### src/sv/mvd_pkg.sv
// Shared types and constants for the mesh vertex dedup and fan indexer.
// No dependencies.
package mvd_pkg;
  localparam int TableDepth = 4096;
  localparam int IndexBits  = 20;
  localparam int SlotBits   = $clog2(TableDepth);
  localparam int NumBits    = 12;
  localparam int CountBits  = SlotBits + 1;
  localparam int KeyBits    = 3 * IndexBits + 2;
  localparam int ProbeBits  = SlotBits + 1;
  localparam logic [63:0] HashMul = 64'h9E3779B97F4A7C15;

  typedef logic [KeyBits-1:0]  key_t;
  typedef logic [SlotBits-1:0] slot_t;
  typedef logic [NumBits-1:0]  num_t;

  typedef struct packed {
    logic load;
    logic hash_lo;
    logic hash_hi;
    logic hash_fin;
    logic read;
    logic advance;
    logic insert;
    logic finish;
    logic clear_step;
  } cmd_t;

  typedef struct packed {
    logic hit;
    logic empty;
    logic exhausted;
    logic clear_done;
    logic no_number;
  } status_t;
endpackage

### src/sv/mvd_ctrl.sv
// Controller state machine sequencing hash, probe, insert and the clear sweep.
// Depends on mvd_pkg.
module mvd_ctrl (
  input  logic              clk,
  input  logic              rst,
  input  logic              start,
  output logic              busy,
  output mvd_pkg::cmd_t     cmd,
  input  mvd_pkg::status_t  status
);
  import mvd_pkg::*;

  typedef enum logic [7:0] {
    S_CLEAR = 8'b00000001,
    S_IDLE  = 8'b00000010,
    S_HASH1 = 8'b00000100,
    S_HASH2 = 8'b00001000,
    S_HASH3 = 8'b00010000,
    S_READ  = 8'b00100000,
    S_CHECK = 8'b01000000,
    S_DONE  = 8'b10000000
  } state_t;

  state_t state, state_next;

  always_ff @(posedge clk) begin
    if (rst) begin
      state <= S_CLEAR;
    end else begin
      state <= state_next;
    end
  end

  assign busy = (state != S_IDLE);

  always_comb begin
    cmd = '0;
    state_next = state;
    case (state)
      S_CLEAR: begin
        cmd.clear_step = !status.clear_done;
        if (status.clear_done) state_next = S_IDLE;
      end
      S_IDLE: begin
        if (start) begin
          cmd.load = 1'b1;
          state_next = S_HASH1;
        end
      end
      S_HASH1: begin
        cmd.hash_lo = 1'b1;
        state_next = S_HASH2;
      end
      S_HASH2: begin
        cmd.hash_hi = 1'b1;
        state_next = S_HASH3;
      end
      S_HASH3: begin
        cmd.hash_fin = 1'b1;
        state_next = S_READ;
      end
      S_READ: begin
        cmd.read = 1'b1;
        state_next = S_CHECK;
      end
      S_CHECK: begin
        if (status.hit) begin
          cmd.finish = 1'b1;
          state_next = S_DONE;
        end else if (status.empty || status.exhausted) begin
          cmd.insert = !status.no_number && !status.exhausted;
          cmd.finish = 1'b1;
          state_next = S_DONE;
        end else begin
          cmd.advance = 1'b1;
          state_next = S_READ;
        end
      end
      S_DONE: state_next = S_IDLE;
      default: state_next = S_IDLE;
    endcase
  end
endmodule

### config.mk
export PLATFORM = sky130hd
export DESIGN_NAME = mvd_ctrl
export DESIGN_NICKNAME = d
export VERILOG_FILES = /design/src/sv/mvd_pkg.sv /design/src/sv/mvd_ctrl.sv
export SDC_FILE = /design/constraint.sdc
export NUM_CORES = 1
export LEC_CHECK = 0
export ABC_CLOCK_PERIOD_IN_PS = 3000
export BUFFER_PORTS_ARGS = -buffer_cell sky130_fd_sc_hd__buf_2
export CAP_MARGIN = 5
export CORE_ASPECT_RATIO = 0.8
export CORE_MARGIN = 10
export CORE_UTILIZATION = 30
export CTS_CLUSTER_DIAMETER = 200
export DETAILED_ROUTE_END_ITERATION = 16
export PLACE_DENSITY_LB_ADDON = 0.05
export SYNTH_ARGS = -nofsm -noshare
export SYNTH_HDL_FRONTEND = slang
export SYNTH_SLANG_ARGS = --single-unit
### constraint.sdc
create_clock -name clk -period 3 [get_ports clk]
set_clock_uncertainty 0.15 [all_clocks]
set_input_delay 0.3 -clock clk [delete_from_list [all_inputs] [get_ports clk]]
set_output_delay 0.3 -clock clk [all_outputs]
set_load 0.02 [all_outputs]
# Word level (Yosys, flattened, before mapping)
# Index checks and enable logic that the tools add are counted.
[classes]
n_eq_ne = 10
n_mux = 17
reduce_logical = 6
[op_table]
columns = ["cell", "n"]
rows = [
  ["8-bit case mux with 7 select lines", 1],
  ["8-bit 2-to-1 mux", 4],
  ["1-bit 2-to-1 mux", 9],
  ["8-bit by 1-bit == test with 1-bit output (second input constant)", 1],
  ["8-bit by 2-bit == test with 1-bit output (second input constant)", 1],
  ["8-bit by 3-bit == test with 1-bit output (second input constant)", 1],
  ["8-bit by 4-bit == test with 1-bit output (second input constant)", 1],
  ["8-bit by 5-bit == test with 1-bit output (second input constant)", 1],
  ["8-bit by 6-bit == test with 1-bit output (second input constant)", 1],
  ["8-bit by 7-bit == test with 1-bit output (second input constant)", 1],
  ["8-bit by 2-bit inequality test with 1-bit output (second input constant)", 1],
  ["2-bit 2-to-1 mux", 2],
  ["2-bit inequality test (second input constant)", 2],
  ["1-bit zero test", 3],
  ["3-bit 2-to-1 mux", 1],
  ["2-bit AND reduction", 1],
  ["1-bit logical AND", 1],
  ["1-bit logical OR", 1],
]
[word_totals]
regBits = 8
out_inout_bits = 10
elab_cells = 34

# Longest topological paths before layout
[depth]
depth_word = 5
mapped_depth = 5
ltp_nobuf = 4

# Least setup slack after synthesis
# No wires, ideal clock.
[synth_timing]
kind = "reg-to-output"
from = "register state[5]"
to = "output cmd[8] in the netlist's numbering"
t_arrival_ps = 1377
t_required_ps = 2550
path_slack_ps = 1173
path_stages_with_launch = 5
n_path_buf = 1
path_cell_list = "dfxtp_1 -> buf_6 -> nor3_4 -> nand3_1 -> nor2_1"
[synth_lines]
columns = ["element", "line", "source"]
rows = [
  ["start, declared", "mvd_ctrl.sv:24", "state_t state, state_next;"],
  ["start signal, assigned", "mvd_ctrl.sv:30", "state <= state_next;"],
  ["end, declared", "mvd_ctrl.sv:8", "output mvd_pkg::cmd_t cmd,"],
]

==> metrics.cfg <==
[outcome]
status = finished clean

[route]
wl_per_cell_um = 13.3
top_layer = met3
first_iter_violations = 10
wl_met3_um = 101
firstDrtPassIters = 4
drt_wl_total_mm = 1.22
vias = 441
wl_met1_um = 549
drc_errors = 0
ant_nets = 0
via_per_inst = 4.79
wl_met2_um = 569

[yosys]
synthesis.instances = 53
ys_ff_latch = 8
synth_top_family_by_area = simple AND/OR/NAND/NOR gates
syn_area_um2 = 487
synth_fp_nets = 61
yosysTopAreaCellShare_pct = 32.9
synthSimpleGateAreaFrac_pct = 47.3
yosys.area_share.adder_pct = 0
synth_edf_count = 0
syn_avg_cell_area_um2 = 9.18
synth_top_area_cell = dfxtp_1
synthFlopType = dfxtp_1
ys_seq_area_share_pct = 32.9
synth_xor_area_share_pct = 3.60
synth-compound-area-share_pct = 11.6
async_flop_share_pct = 0
synth_area_leaders = dfxtp_1, nor3_1, nand4b_4
ys_warn_count = 0
synth_cell_types = 29
muxShareOfSynthArea_pct = 0

[flow_run]
cap_violations = 0

[timing]
setup_tns_ns = 0
fmax_mhz = 474
maxSlewViolCount = 0
fin_crit_ns = 2.11
max_slew_margin_pct = 75.4
period_share_pct = 70.3
setup_viol = 0
rsz0062_at_grt = false
hold_viol = 0
tightest_slew_ns = 0.368
whs_ns = 0.0990

[floorplan]
dieArea_um2 = 3640
core-area_um2 = 1460
initial_core_util_pct = 33.4
fp.dieH_um = 56.0
rows = 12
die_x_um = 65.0
io_pins = 18

[global_route]
grt_max_degree = 9
grt_usage_pct = 6.53
antenna_found_initial = 0
grt_pass1_vias = 425
grt.overflow.total = 0
grt_pass1_wl_mm = 1.87

[place]
post_dp_cell_area_um2 = 579
place_hpwl_um = 961
io_buffers = 17
routabilityCongestion = 0.724
placed_cells = 89

[cells_and_area]
final_common_cell = buf_2
layout_common_cells = buf_2, dfxtp_1, nor3_1
top_register = state
ff_latch_area_um2 = 160
final_cells = 92
fin_nets = 81
diodes = 0
area_delta_synth_final_pct = 23.7
reg_top3 = state x8
multi_input_area_um2 = 304
drive_above_1_share_pct = 43.7
fin_area_um2 = 602
largest_reg_flops = 8
final.fill_count = 159

[clock_tree]
clk_latency_ns = 0.26
cts_setup_buffers = 0
clkSlewWorstSetupHoldPaths_ns = 0.06
cts.root.buffer_cell = clkbuf_4
numClockSinks = 8
cts_htree_levels = 1
cts_buffers = 3
ctsResizeCount = 0
cts_tree = yes
cts_hold_buf = 0
clk_path_buf_depth = 2

[worst_setup_path]
path_max_fanout = 8
crit_slowest_cell = dfxtp_1
arrival_ns = 1.66
critical_path.startpoint_type = flip-flop
crit_type = flip-flop to primary output
worstPathCellList = nor3_4, nand4b_4, nor4_2, buf_2
critPathRequiredTime_ns = 2.55
cpPeakStageDelay_ns = 0.40
endpoint_kind = primary output

[min_path]
hold_class = input pin to flip-flop

[power_and_ir_drop]
p_leak_nw = 0.300
ir_drop_uv = 200
cellPowerDensity_nw_per_um2 = 393

## worst max-delay path, delay by kind of cell (launching register included)
family	cells	cell delay, ns
and+or+nand+nor	3	0.80
buffers and inverters	1	0.20
DFF	1	0.40
## power by group
group | total, mW | internal (mW) | switching, mW | leakage, nW
sequential | 0.114 | 0.109 | 0.00409 | 0.0652
clock | 0.0840 | 0.0459 | 0.0381 | 0.0138
combinational | 0.0388 | 0.0165 | 0.0223 | 0.221
## synth_stat cells (2+ instances only)
cell type	count
nand3_1	2
nand2b_1	3
o21ai_0	2
nor4_1	2
xor2_1	2
nor3_1	6
o211ai_1	2
nor2_1	5
nor3_2	2
dfxtp_1	8
## per-stage QoR
step	power (mW)	worst slack [ns]	util, %
finish	0.236	0.890	41.3
global route	0.250	0.789	41.3
CTS	0.241	0.886	41.3
detailed placement	0.154	1.19	39.8
global placement	0.154	1.21	39.8
floorplan	0.141	1.17	-
## cell type report
class | count | area share, %
tap | 21 | 4.37
clock buffer | 3 | 3.74
multi-input combinational | 42 | 50.5
timing repair buffer | 17 | 14.1
inverter | 1 | 0.624
sequential | 8 | 26.6
## final timing paths
path                            startpoint        to  slack [ns]  cells past startpoint
worst max register to register    state[5]  state[5]        1.49                      3
worst max-delay path              state[5]    cmd[2]        0.89                      4
worst min-delay path                   rst  state[1]         0.1                      2
worst min register to register    state[2]  state[3]        0.44                      2
## routing by layer
metal | global-route usage, % | vias to the layer above
li1 | - | 232
met1 | 7.21 | 198
met2 | 9.64 | 11
met3 | 5.42 | 0
met4 | 0.909 | 0
met5 | 0 | -
## cell families after synthesis
family,count (synthesis)
DFF,8
AOI/OAI and AO/OA,8
and+or+nand+nor,32
buffers and inverters,3
xor gates and xnor gates,2
No activity file was read; power rests on OpenSTA's default activity.
